[src/rtl/core/time_budget_task_dispatcher_defines.svh]
// Assertion macros for the time budget task dispatcher.
// Included by the RTL files that carry concurrent checks; needs no other file.
`ifndef TIME_BUDGET_TASK_DISPATCHER_DEFINES_SVH
`define TIME_BUDGET_TASK_DISPATCHER_DEFINES_SVH
`ifndef SYNTHESIS
// check a property on the rising clock edge, off while reset is high
`define TBTD_ASSERT(lbl, clk, rst, prop, msg) \
  lbl: assert property (@(posedge clk) disable iff (rst) prop) else $error(msg);
// check a property on the rising clock edge, reset included
`define TBTD_ASSERT_ALWAYS(lbl, clk, prop, msg) \
  lbl: assert property (@(posedge clk) prop) else $error(msg);
`else
`define TBTD_ASSERT(lbl, clk, rst, prop, msg)
`define TBTD_ASSERT_ALWAYS(lbl, clk, prop, msg)
`endif
`endif

[src/rtl/core/tbtd_pkg.sv]
// Shared types and codes of the time budget task dispatcher.
// No dependencies; used by the top level and the testbench.
package tbtd_pkg;

  typedef logic [1:0] cmd_t;
  localparam cmd_t CMD_TICK   = 2'd0;
  localparam cmd_t CMD_LOAD   = 2'd1;
  localparam cmd_t CMD_START  = 2'd2;
  localparam cmd_t CMD_FINISH = 2'd3;

  typedef logic [1:0] event_t;
  localparam event_t EV_ACK      = 2'd0;
  localparam event_t EV_DISPATCH = 2'd1;
  localparam event_t EV_DONE     = 2'd2;

  // run counter halves on reaching this value
  localparam logic [5:0] RUNS_HALVE   = 6'd32;
  localparam logic [5:0] RUNS_RESTART = 6'd16;

  typedef struct packed {
    cmd_t        command;
    logic [3:0]  task_index;
    logic [15:0] period_ticks;
    logic [15:0] budget_us;
    logic [15:0] grant_us;
    logic [31:0] elapsed_us;
  } req_t;

  typedef struct packed {
    event_t      event_res;
    logic [3:0]  dispatch_index;
    logic        overrun;
    logic [31:0] spare_total;
    logic [4:0]  run_count;
  } res_t;

  // one task table word
  typedef struct packed {
    logic [15:0] interval;
    logic [15:0] budget;
    logic [15:0] last_run;
  } entry_t;

endpackage

[src/rtl/core/tbtd_stream_if.sv]
// Valid/ready channel carrying one request or result per handshake.
// Payload type is set per instance; typically a struct from tbtd_pkg.
interface tbtd_stream_if #(
  parameter type PAYLOAD_T = logic
);
  logic     valid;
  logic     ready;
  PAYLOAD_T data;

  modport source (output valid, output data, input ready);
  modport sink (input valid, input data, output ready);
endinterface

[src/rtl/core/time_budget_task_dispatcher.sv]
// Top level of the time budget task dispatcher: sequencer, task table and result register.
// Depends on tbtd_pkg, tbtd_stream_if and time_budget_task_dispatcher_defines.svh.
//
//   channel   dir  payload        handshake
//   req       in   tbtd_pkg::req_t valid/ready
//   res       out  tbtd_pkg::res_t valid/ready
//   cfg       in   active_tasks   cfg_we, no wait
//
// Tick, load, an ignored request and a finish that uses up the time go from the accepting
// state straight to emit. A scan examines each entry by a table read, then an eligibility
// compare, and goes to emit when it dispatches or when it runs out of entries.
// Ready stays low for the whole request; a waiting result holds the next one in the
// emit state until the result register frees. Reset is synchronous and clears the whole
// table at once through per-entry valid bits, so no clearing pass follows it.
`include "time_budget_task_dispatcher_defines.svh"

module time_budget_task_dispatcher #(
  parameter int MAX_TASKS = 16
) (
  input  logic         clk,
  input  logic         rst,
  input  logic         cfg_we,
  input  logic [4:0]   cfg_wdata,
  tbtd_stream_if.sink   req,
  tbtd_stream_if.source res
);

  localparam int IW = (MAX_TASKS > 1) ? $clog2(MAX_TASKS) : 1;
  localparam int CW = $clog2(MAX_TASKS + 1);
  localparam logic [CW-1:0] LIM_MAX = CW'(MAX_TASKS);

  localparam logic [1:0] S_IDLE  = 2'd0;
  localparam logic [1:0] S_READ  = 2'd1;
  localparam logic [1:0] S_CHECK = 2'd2;
  localparam logic [1:0] S_EMIT  = 2'd3;

  logic [1:0]  state, state_next;
  logic [4:0]  active_tasks;
  logic [15:0] tick_count, tick_count_next;
  logic [15:0] budget_left, budget_left_next;
  logic [IW-1:0] cur_task, cur_task_next;
  logic [15:0] cur_interval, cur_interval_next;
  logic [15:0] cur_budget, cur_budget_next;
  logic        run_busy, run_busy_next;
  logic [31:0] spare_sum, spare_sum_next;
  logic [5:0]  spare_runs, spare_runs_next;
  logic [CW-1:0] scan_idx, scan_idx_next;
  tbtd_pkg::event_t res_event, res_event_next;
  logic [3:0]  res_idx, res_idx_next;
  logic        res_ovr, res_ovr_next;

  tbtd_pkg::entry_t mem [MAX_TASKS];
  logic [MAX_TASKS-1:0] entry_valid;
  tbtd_pkg::entry_t rd_entry;
  logic        rd_valid;

  logic        wr_en;
  logic [IW-1:0] wr_addr;
  tbtd_pkg::entry_t wr_data;

  logic        out_valid;
  tbtd_pkg::res_t out_data;
  logic        out_load;

  logic [CW-1:0] scan_lim;
  tbtd_pkg::entry_t rd_word;
  logic [15:0] since_run;
  logic        eligible;
  logic        count_en, add_en;
  logic [31:0] sum_add;
  logic [5:0]  runs_inc;

  assign req.ready = (state == S_IDLE);
  assign res.valid = out_valid;
  assign res.data  = out_data;
  assign out_load  = (state == S_EMIT) && (!out_valid || res.ready);

  // entries at or past the register value are never scanned
  assign scan_lim = (32'(active_tasks) < 32'(MAX_TASKS)) ? CW'(active_tasks) : LIM_MAX;

  // an entry never written reads as zero
  assign rd_word   = rd_valid ? rd_entry : '0;
  assign since_run = tick_count - rd_word.last_run;
  assign eligible  = (since_run >= rd_word.interval) && (rd_word.budget <= budget_left);

  assign sum_add  = spare_sum + (add_en ? {16'd0, budget_left} : 32'd0);
  assign runs_inc = spare_runs + 6'd1;

  always_comb begin
    state_next        = state;
    tick_count_next   = tick_count;
    budget_left_next  = budget_left;
    cur_task_next     = cur_task;
    cur_interval_next = cur_interval;
    cur_budget_next   = cur_budget;
    run_busy_next     = run_busy;
    scan_idx_next     = scan_idx;
    res_event_next    = res_event;
    res_idx_next      = res_idx;
    res_ovr_next      = res_ovr;
    count_en          = 1'b0;
    add_en            = 1'b0;
    wr_en             = 1'b0;
    wr_addr           = cur_task;
    wr_data           = '{interval: cur_interval, budget: cur_budget, last_run: tick_count};

    unique case (state)
      S_IDLE: begin
        if (req.valid) begin
          res_event_next = tbtd_pkg::EV_ACK;
          res_idx_next   = 4'd0;
          res_ovr_next   = 1'b0;
          state_next     = S_EMIT;
          case (req.data.command)
            tbtd_pkg::CMD_TICK: begin
              tick_count_next = tick_count + 16'd1;
            end
            tbtd_pkg::CMD_LOAD: begin
              if (!run_busy && (32'(req.data.task_index) < 32'(MAX_TASKS))) begin
                wr_en   = 1'b1;
                wr_addr = IW'(req.data.task_index);
                wr_data = '{interval: req.data.period_ticks,
                            budget:   req.data.budget_us,
                            last_run: 16'd0};
              end
            end
            tbtd_pkg::CMD_START: begin
              if (!run_busy) begin
                budget_left_next = req.data.grant_us;
                scan_idx_next    = '0;
                state_next       = S_READ;
              end
            end
            tbtd_pkg::CMD_FINISH: begin
              if (run_busy) begin
                // mark the task as run now; the table word keeps its settings
                wr_en        = 1'b1;
                res_ovr_next = (req.data.elapsed_us > {16'd0, cur_budget});
                if (req.data.elapsed_us >= {16'd0, budget_left}) begin
                  count_en       = 1'b1;
                  run_busy_next  = 1'b0;
                  res_event_next = tbtd_pkg::EV_DONE;
                end else begin
                  budget_left_next = budget_left - req.data.elapsed_us[15:0];
                  scan_idx_next    = CW'(cur_task) + CW'(1);
                  state_next       = S_READ;
                end
              end
            end
          endcase
        end
      end
      S_READ: begin
        if (scan_idx >= scan_lim) begin
          // nothing left to dispatch: bank the unspent time
          add_en         = 1'b1;
          count_en       = 1'b1;
          run_busy_next  = 1'b0;
          res_event_next = tbtd_pkg::EV_DONE;
          state_next     = S_EMIT;
        end else begin
          state_next = S_CHECK;
        end
      end
      S_CHECK: begin
        if (eligible) begin
          cur_task_next     = scan_idx[IW-1:0];
          cur_interval_next = rd_word.interval;
          cur_budget_next   = rd_word.budget;
          run_busy_next     = 1'b1;
          res_event_next    = tbtd_pkg::EV_DISPATCH;
          res_idx_next      = 4'(scan_idx);
          state_next        = S_EMIT;
        end else begin
          scan_idx_next = scan_idx + CW'(1);
          state_next    = S_READ;
        end
      end
      S_EMIT: begin
        if (out_load) begin
          state_next = S_IDLE;
        end
      end
      default: begin
        state_next = S_IDLE;
      end
    endcase
  end

  always_comb begin
    spare_sum_next  = spare_sum;
    spare_runs_next = spare_runs;
    if (count_en) begin
      if (runs_inc == tbtd_pkg::RUNS_HALVE) begin
        spare_runs_next = tbtd_pkg::RUNS_RESTART;
        spare_sum_next  = sum_add >> 1;
      end else begin
        spare_runs_next = runs_inc;
        spare_sum_next  = sum_add;
      end
    end
  end

  always_ff @(posedge clk) begin
    if (rst) begin
      state        <= S_IDLE;
      active_tasks <= 5'd0;
      tick_count   <= 16'd0;
      budget_left  <= 16'd0;
      cur_task     <= '0;
      cur_interval <= 16'd0;
      cur_budget   <= 16'd0;
      run_busy     <= 1'b0;
      spare_sum    <= 32'd0;
      spare_runs   <= 6'd0;
      scan_idx     <= '0;
      entry_valid  <= '0;
    end else begin
      state        <= state_next;
      tick_count   <= tick_count_next;
      budget_left  <= budget_left_next;
      cur_task     <= cur_task_next;
      cur_interval <= cur_interval_next;
      cur_budget   <= cur_budget_next;
      run_busy     <= run_busy_next;
      spare_sum    <= spare_sum_next;
      spare_runs   <= spare_runs_next;
      scan_idx     <= scan_idx_next;
      if (cfg_we) begin
        active_tasks <= cfg_wdata;
      end
      if (wr_en) begin
        entry_valid[wr_addr] <= 1'b1;
      end
    end
  end

  always_ff @(posedge clk) begin
    res_event <= res_event_next;
    res_idx   <= res_idx_next;
    res_ovr   <= res_ovr_next;
  end

  // task table: one write port, one registered read port
  always_ff @(posedge clk) begin
    if (wr_en) begin
      mem[wr_addr] <= wr_data;
    end
    if (state == S_READ && scan_idx < scan_lim) begin
      rd_entry <= mem[scan_idx[IW-1:0]];
      rd_valid <= entry_valid[scan_idx[IW-1:0]];
    end
  end

  always_ff @(posedge clk) begin
    if (rst) begin
      out_valid <= 1'b0;
    end else if (out_load) begin
      out_valid <= 1'b1;
    end else if (res.ready) begin
      out_valid <= 1'b0;
    end
  end

  always_ff @(posedge clk) begin
    if (out_load) begin
      out_data <= '{event_res:      res_event,
                    dispatch_index: res_idx,
                    overrun:        res_ovr,
                    spare_total:    spare_sum,
                    run_count:      spare_runs[4:0]};
    end
  end

  `TBTD_ASSERT(a_check_follows_read, clk, rst,
               state == S_CHECK |-> $past(state) == S_READ, "compare without a table read")
  `TBTD_ASSERT(a_accept_leaves_idle, clk, rst,
               (state == S_IDLE && req.valid) |=> state != S_IDLE, "request accepted but not worked")
  `TBTD_ASSERT(a_dispatch_marks_busy, clk, rst,
               (state == S_EMIT && res_event == tbtd_pkg::EV_DISPATCH) |-> run_busy,
               "dispatch without a run in progress")
  `TBTD_ASSERT_ALWAYS(a_runs_below_halve, clk,
                      rst || (spare_runs < tbtd_pkg::RUNS_HALVE), "run count passed the halving point")

endmodule

[src/flat_wrapper.sv]
// flat-port wrapper written by rule: the top's interface ports become plain ports
module time_budget_task_dispatcher_flat 
#(
  parameter int MAX_TASKS = 16
)
  (clk, rst, cfg_we, cfg_wdata, req_valid, req_data, req_ready, res_valid, res_data, res_ready);
  tbtd_stream_if #(.PAYLOAD_T(tbtd_pkg::req_t)) req_i ();
  tbtd_stream_if #(.PAYLOAD_T(tbtd_pkg::res_t)) res_i ();
  input  logic clk;
  input  logic rst;
  input  logic cfg_we;
  input  logic [4:0] cfg_wdata;
  input wire logic [$bits(req_i.valid)-1:0] req_valid;
  input wire logic [$bits(req_i.data)-1:0] req_data;
  output wire logic [$bits(req_i.ready)-1:0] req_ready;
  output wire logic [$bits(res_i.valid)-1:0] res_valid;
  output wire logic [$bits(res_i.data)-1:0] res_data;
  input wire logic [$bits(res_i.ready)-1:0] res_ready;
  assign req_i.valid = req_valid;
  assign req_i.data = req_data;
  assign req_ready = req_i.ready;
  assign res_valid = res_i.valid;
  assign res_data = res_i.data;
  assign res_i.ready = res_ready;
  time_budget_task_dispatcher #(.MAX_TASKS(MAX_TASKS)) u_core (.clk(clk), .rst(rst), .cfg_we(cfg_we), .cfg_wdata(cfg_wdata), .req(req_i), .res(res_i));
endmodule
[config.mk]
export PLATFORM = sky130hd
export DESIGN_NAME = time_budget_task_dispatcher_flat
export DESIGN_NICKNAME = d
export VERILOG_FILES = /design/src/rtl/core/tbtd_pkg.sv /design/src/rtl/core/tbtd_stream_if.sv /design/src/rtl/core/time_budget_task_dispatcher.sv /design/src/flat_wrapper.sv
export VERILOG_INCLUDE_DIRS = /design/src /design/src/rtl/core
export SDC_FILE = /design/constraint.sdc
export NUM_CORES = 1
export LEC_CHECK = 0
export ABC_AREA = 1
export BUFFER_PORTS_ARGS = -buffer_cell sky130_fd_sc_hd__buf_2
export CAP_MARGIN = 20
export CELL_PAD_IN_SITES_DETAIL_PLACEMENT = 1
export CELL_PAD_IN_SITES_GLOBAL_PLACEMENT = 2
export CORE_UTILIZATION = 38
export CTS_CLUSTER_SIZE = 20
export DETAILED_ROUTE_END_ITERATION = 7
export PLACE_DENSITY = 0.72
export SLEW_MARGIN = 20
export SYNTH_ARGS = -nofsm -noshare
export SYNTH_HDL_FRONTEND = slang
export SYNTH_SLANG_ARGS = --single-unit
[constraint.sdc]
create_clock -name clk -period 3.8 [get_ports clk]
set_input_delay 0 -clock clk [delete_from_list [all_inputs] [get_ports clk]]
set_output_delay 0 -clock clk [all_outputs]
set_load 0.01 [all_outputs]
==> results.md <==
* Result of the run: finished clean
* Synth Area in XOR/XNOR at 0.733%
* Net count after synthesis at 4,372
* P_leak at 19.3 nW
* Gpl congestion at 0.829
* Setup repair after global routing missed its margin: yes
* Count of final setup violators at 0
* Clk pwr share at 28.2%
* Sequential-to-total area share from yosys stat at 65.1%
* Yosys reg bits at 1,004
* Number of nets in the final layout at 4,645
* Critical Path RT at 4.38 ns
* Part of the power in combinational logic at 34.0%
* Dominant synthesized flop cell: edfxtp_1
* Maximum VDD drop at 0.597 mV
* Max-cap violation count at 0
* Final HPWL from detailed placement at 83.5 mm
* Placement-stage cell area at 47,500 um2
* Root Buffer: clkbuf_16
* Min-Delay Path Class: input port to register
* Number of placed I/O pins at 142
* Proportion of register bits with asynchronous set or reset after synthesis at 0%
* Part of the cycle the worst path needs at 95.8%
* Worst hold slack at 0.0311 ns
* Maximum clock path buffer count at 3
* Post-synth cell types at 52
* Slew Limit Fails at 0
* Number of global-route vias before repair at 32,900
* Clock skew after layout at 0.0455 ns
* Mux cell area share after synthesis at 0%
* Tot Pwr at 37.4 mW
* Post-route DRC at 0
* Path type of the worst setup path: register to register
* Final hold vios at 0
* Global Route Usage Sum at 23.3%
* Post-detailed-route count of antenna-violating nets at 0
* Least-Margin Pin Slew at 1.08 ns
* Dominant combinational cell family by area after synthesis: simple AND/OR/NAND/NOR gates
* Cell area after synthesis at 44,200 um2
* Clock network latency to the later pin of the worst-skew pair at 0.73 ns
* Post-synthesis compound-gate area fraction at 11.6%
* Design area at 52,300 um2
* Clk sinks at 1,004
* Average size of a mapped cell at 10.7 um2
* Horizontal die dimension at 343 um
* Total routed wirelength at 139 mm
* Area growth from synthesis to final layout at 18.2%
* DIE HEIGHT at 343 um
* Via density per instance at 5.37
* Period minus WS final at 3.64 ns
* Kind of launch point of the worst setup path: register
* Fraction of final layout cells sized beyond drive strength 1 at 12.5%
* Maximum number of pins on one net before global-route repair at 230
* First-pass GRT wire length at 206 mm
* Commonest cells after routing, fill and taps aside: edfxtp_1, nor2_1, nand2_1
* Critical path arrival at 4.22 ns
* Clock tree from TritonCTS: yes
* Die footprint at 118,000 um2
* Cell count after synthesis at 4,149
* Worst-path clk slew at 0.06 ns
* Post-Synth Simple-Gate Area at 14.6%
* CP Capture Type: register
* Worst slew margin at 27.8%
* Final Worst Setup Slack at 0.160 ns
* Cell row count at 124
* Number of antenna violations at the first check in global routing at 4
* Adder and majority gate portion of the synthesized area at 3.64%
* Initial Utilization at 38.5%
* Most common library cell in the layout ignoring fill and taps: edfxtp_1
* PwrDens at 715 nW/um2
* EDFF count, synth at 868
* Proportion of total power due to net switching at 37.1%
* Overflow left after global routing at 0
* Worst Path Max Fanout at 15
* Internal at 23.5 mW
* Setup Slack @ Placement at -0.194 ns
* H-tree depth at 3
* Total vias in the final route at 32,400
* Router iterations before antenna repair at 6
* TritonCTS Buffers at 110
* Peak Freq at 275 MHz
* Floorplan Core Area at 115,000 um2
* Port Buffers at 141
* Starting DRC count in detailed routing at 2,200
* Switch Pwr at 13.9 mW
* Sequential power share at 37.8%
* Routed wire per std cell at 23.1 um
* Count of warnings emitted by yosys at 0
-- kinds of logic (layout without fill, tap and decap cells) --
group / Yosys count / in the layout
xor+xnor: 37 / 37
fa+ha+maj: 127 / 127
compound gates: 912 / 912
buf+inv: 481 / 847
flops: 1004 / 1004
simple gates: 1588 / 1588
other cells: 0 / 1
-- Yosys cell counts (80+ instances only) --
library cell,number,share of area (%)
edfxtp_1,868,59
nor2_1,654,5.6
nand2_1,640,5.4
o21ai_0,518,5.9
inv_1,256,2.2
nand3_1,211,2.4
clkbuf_1,166,1.4
a21oi_1,143,1.6
dfxtp_1,136,6.2
ha_1,124,3.5
o22ai_1,113,1.6
o221ai_1,80,1.6
-- final cells by class --
| cell class | instances | area [um2] |
|---|---|---|
| antenna | 1 | 2.50 |
| clock buffer | 137 | 2920 |
| clock inverter | 68 | 634 |
| fill | 12500 | 62500 |
| inverter | 269 | 1030 |
| multi-input combinational | 2664 | 13900 |
| sequential | 1004 | 28800 |
| tap | 1512 | 1890 |
| timing repair buffer | 373 | 3150 |
-- through the flow --
step                      TNS (ns)  util (%)  std cells
final                            0      45.5       6028
after global routing        -0.203      45.5       6027
after CTS                        0      45.2       6013
after detailed placement     -5.68      41.4       5726
after global placement      -0.361      41.4       5726
after floorplan            -116.26         -       4149
-- routing by layer --
| layer | GRT usage, % | routed length [um] |
|---|---|---|
| met5 | 0 | 0 |
| met4 | 6.55 | 3700 |
| met3 | 2.73 | 5120 |
| met2 | 39.9 | 68100 |
| met1 | 31.1 | 62200 |
-- power by group through the flow --
stage / clock network [mW] / registers [mW] / logic [mW]
2_1_floorplan: 0 / 14.2 / 7.60
3_3_place_gp: 0 / 14.4 / 12.2
3_5_place_dp: 0 / 14.4 / 12.4
4_1_cts: 10.7 / 14.1 / 12.5
5_1_grt: 11.1 / 14.2 / 14.1
6_report: 10.5 / 14.1 / 12.7
-- critical path, stage by stage (launching register included) --
cell and delay (ns):
edfxtp_1 0.43, buf_8 0.13, buf_12 0.13, nand2_1 0.06, ha_2 0.38, nand2_1 0.10
nor2_1 0.19, nand3_1 0.15, o2111ai_1 0.12, xor2_1 0.17, inv_1 0.06, ha_1 0.29
nand4_1 0.15, nor3_2 0.20, nand2_2 0.08, nand2_4 0.11, nand3_4 0.19, buf_12 0.21
clkbuf_16 0.16, o21ai_2 0.10, a21oi_1 0.05
-- state kept, by name, summed over array words and instances, names as in the netlist, 2 cells and up --
name and flops:
u_core.rd_entry 48, u_core.budget_left 16, u_core.cur_budget 16, u_core.tick_count 16, u_core.res_idx 4, u_core.res_event 2, u_core.entry_valid 16, u_core.cur_interval 16
u_core.spare_sum 32, u_core.state 2, u_core.spare_runs 6, u_core.cur_task 4, u_core.mem 768, u_core.scan_idx 5, u_core.res.data 44, u_core.active_tasks 5
-- worst paths after layout --
kind / start / end / depth (start not counted) / slack, ns
max: u_core.rd_valid / u_core.cur_budget[4] / 20 / 0.16
min reg2reg: u_core.res_ovr / u_core.res.data[37] / 0 / 0.43
min: req_data[66] / u_core.mem[2][34] / 3 / 0.03
max reg2reg: u_core.rd_valid / u_core.cur_budget[4] / 20 / 0.16
-- timing repair --
action                                  in CTS  in global routing
hold endpoints to repair                   475                  0
endpoints found under the setup margin      48                 74
cloned                                       0                  4
resized for setup                            4                 62
buffers inserted                             1                  9
pin swaps                                    0                 10
hold buffers                                81                  0
(Power assumes the default switching activity.)
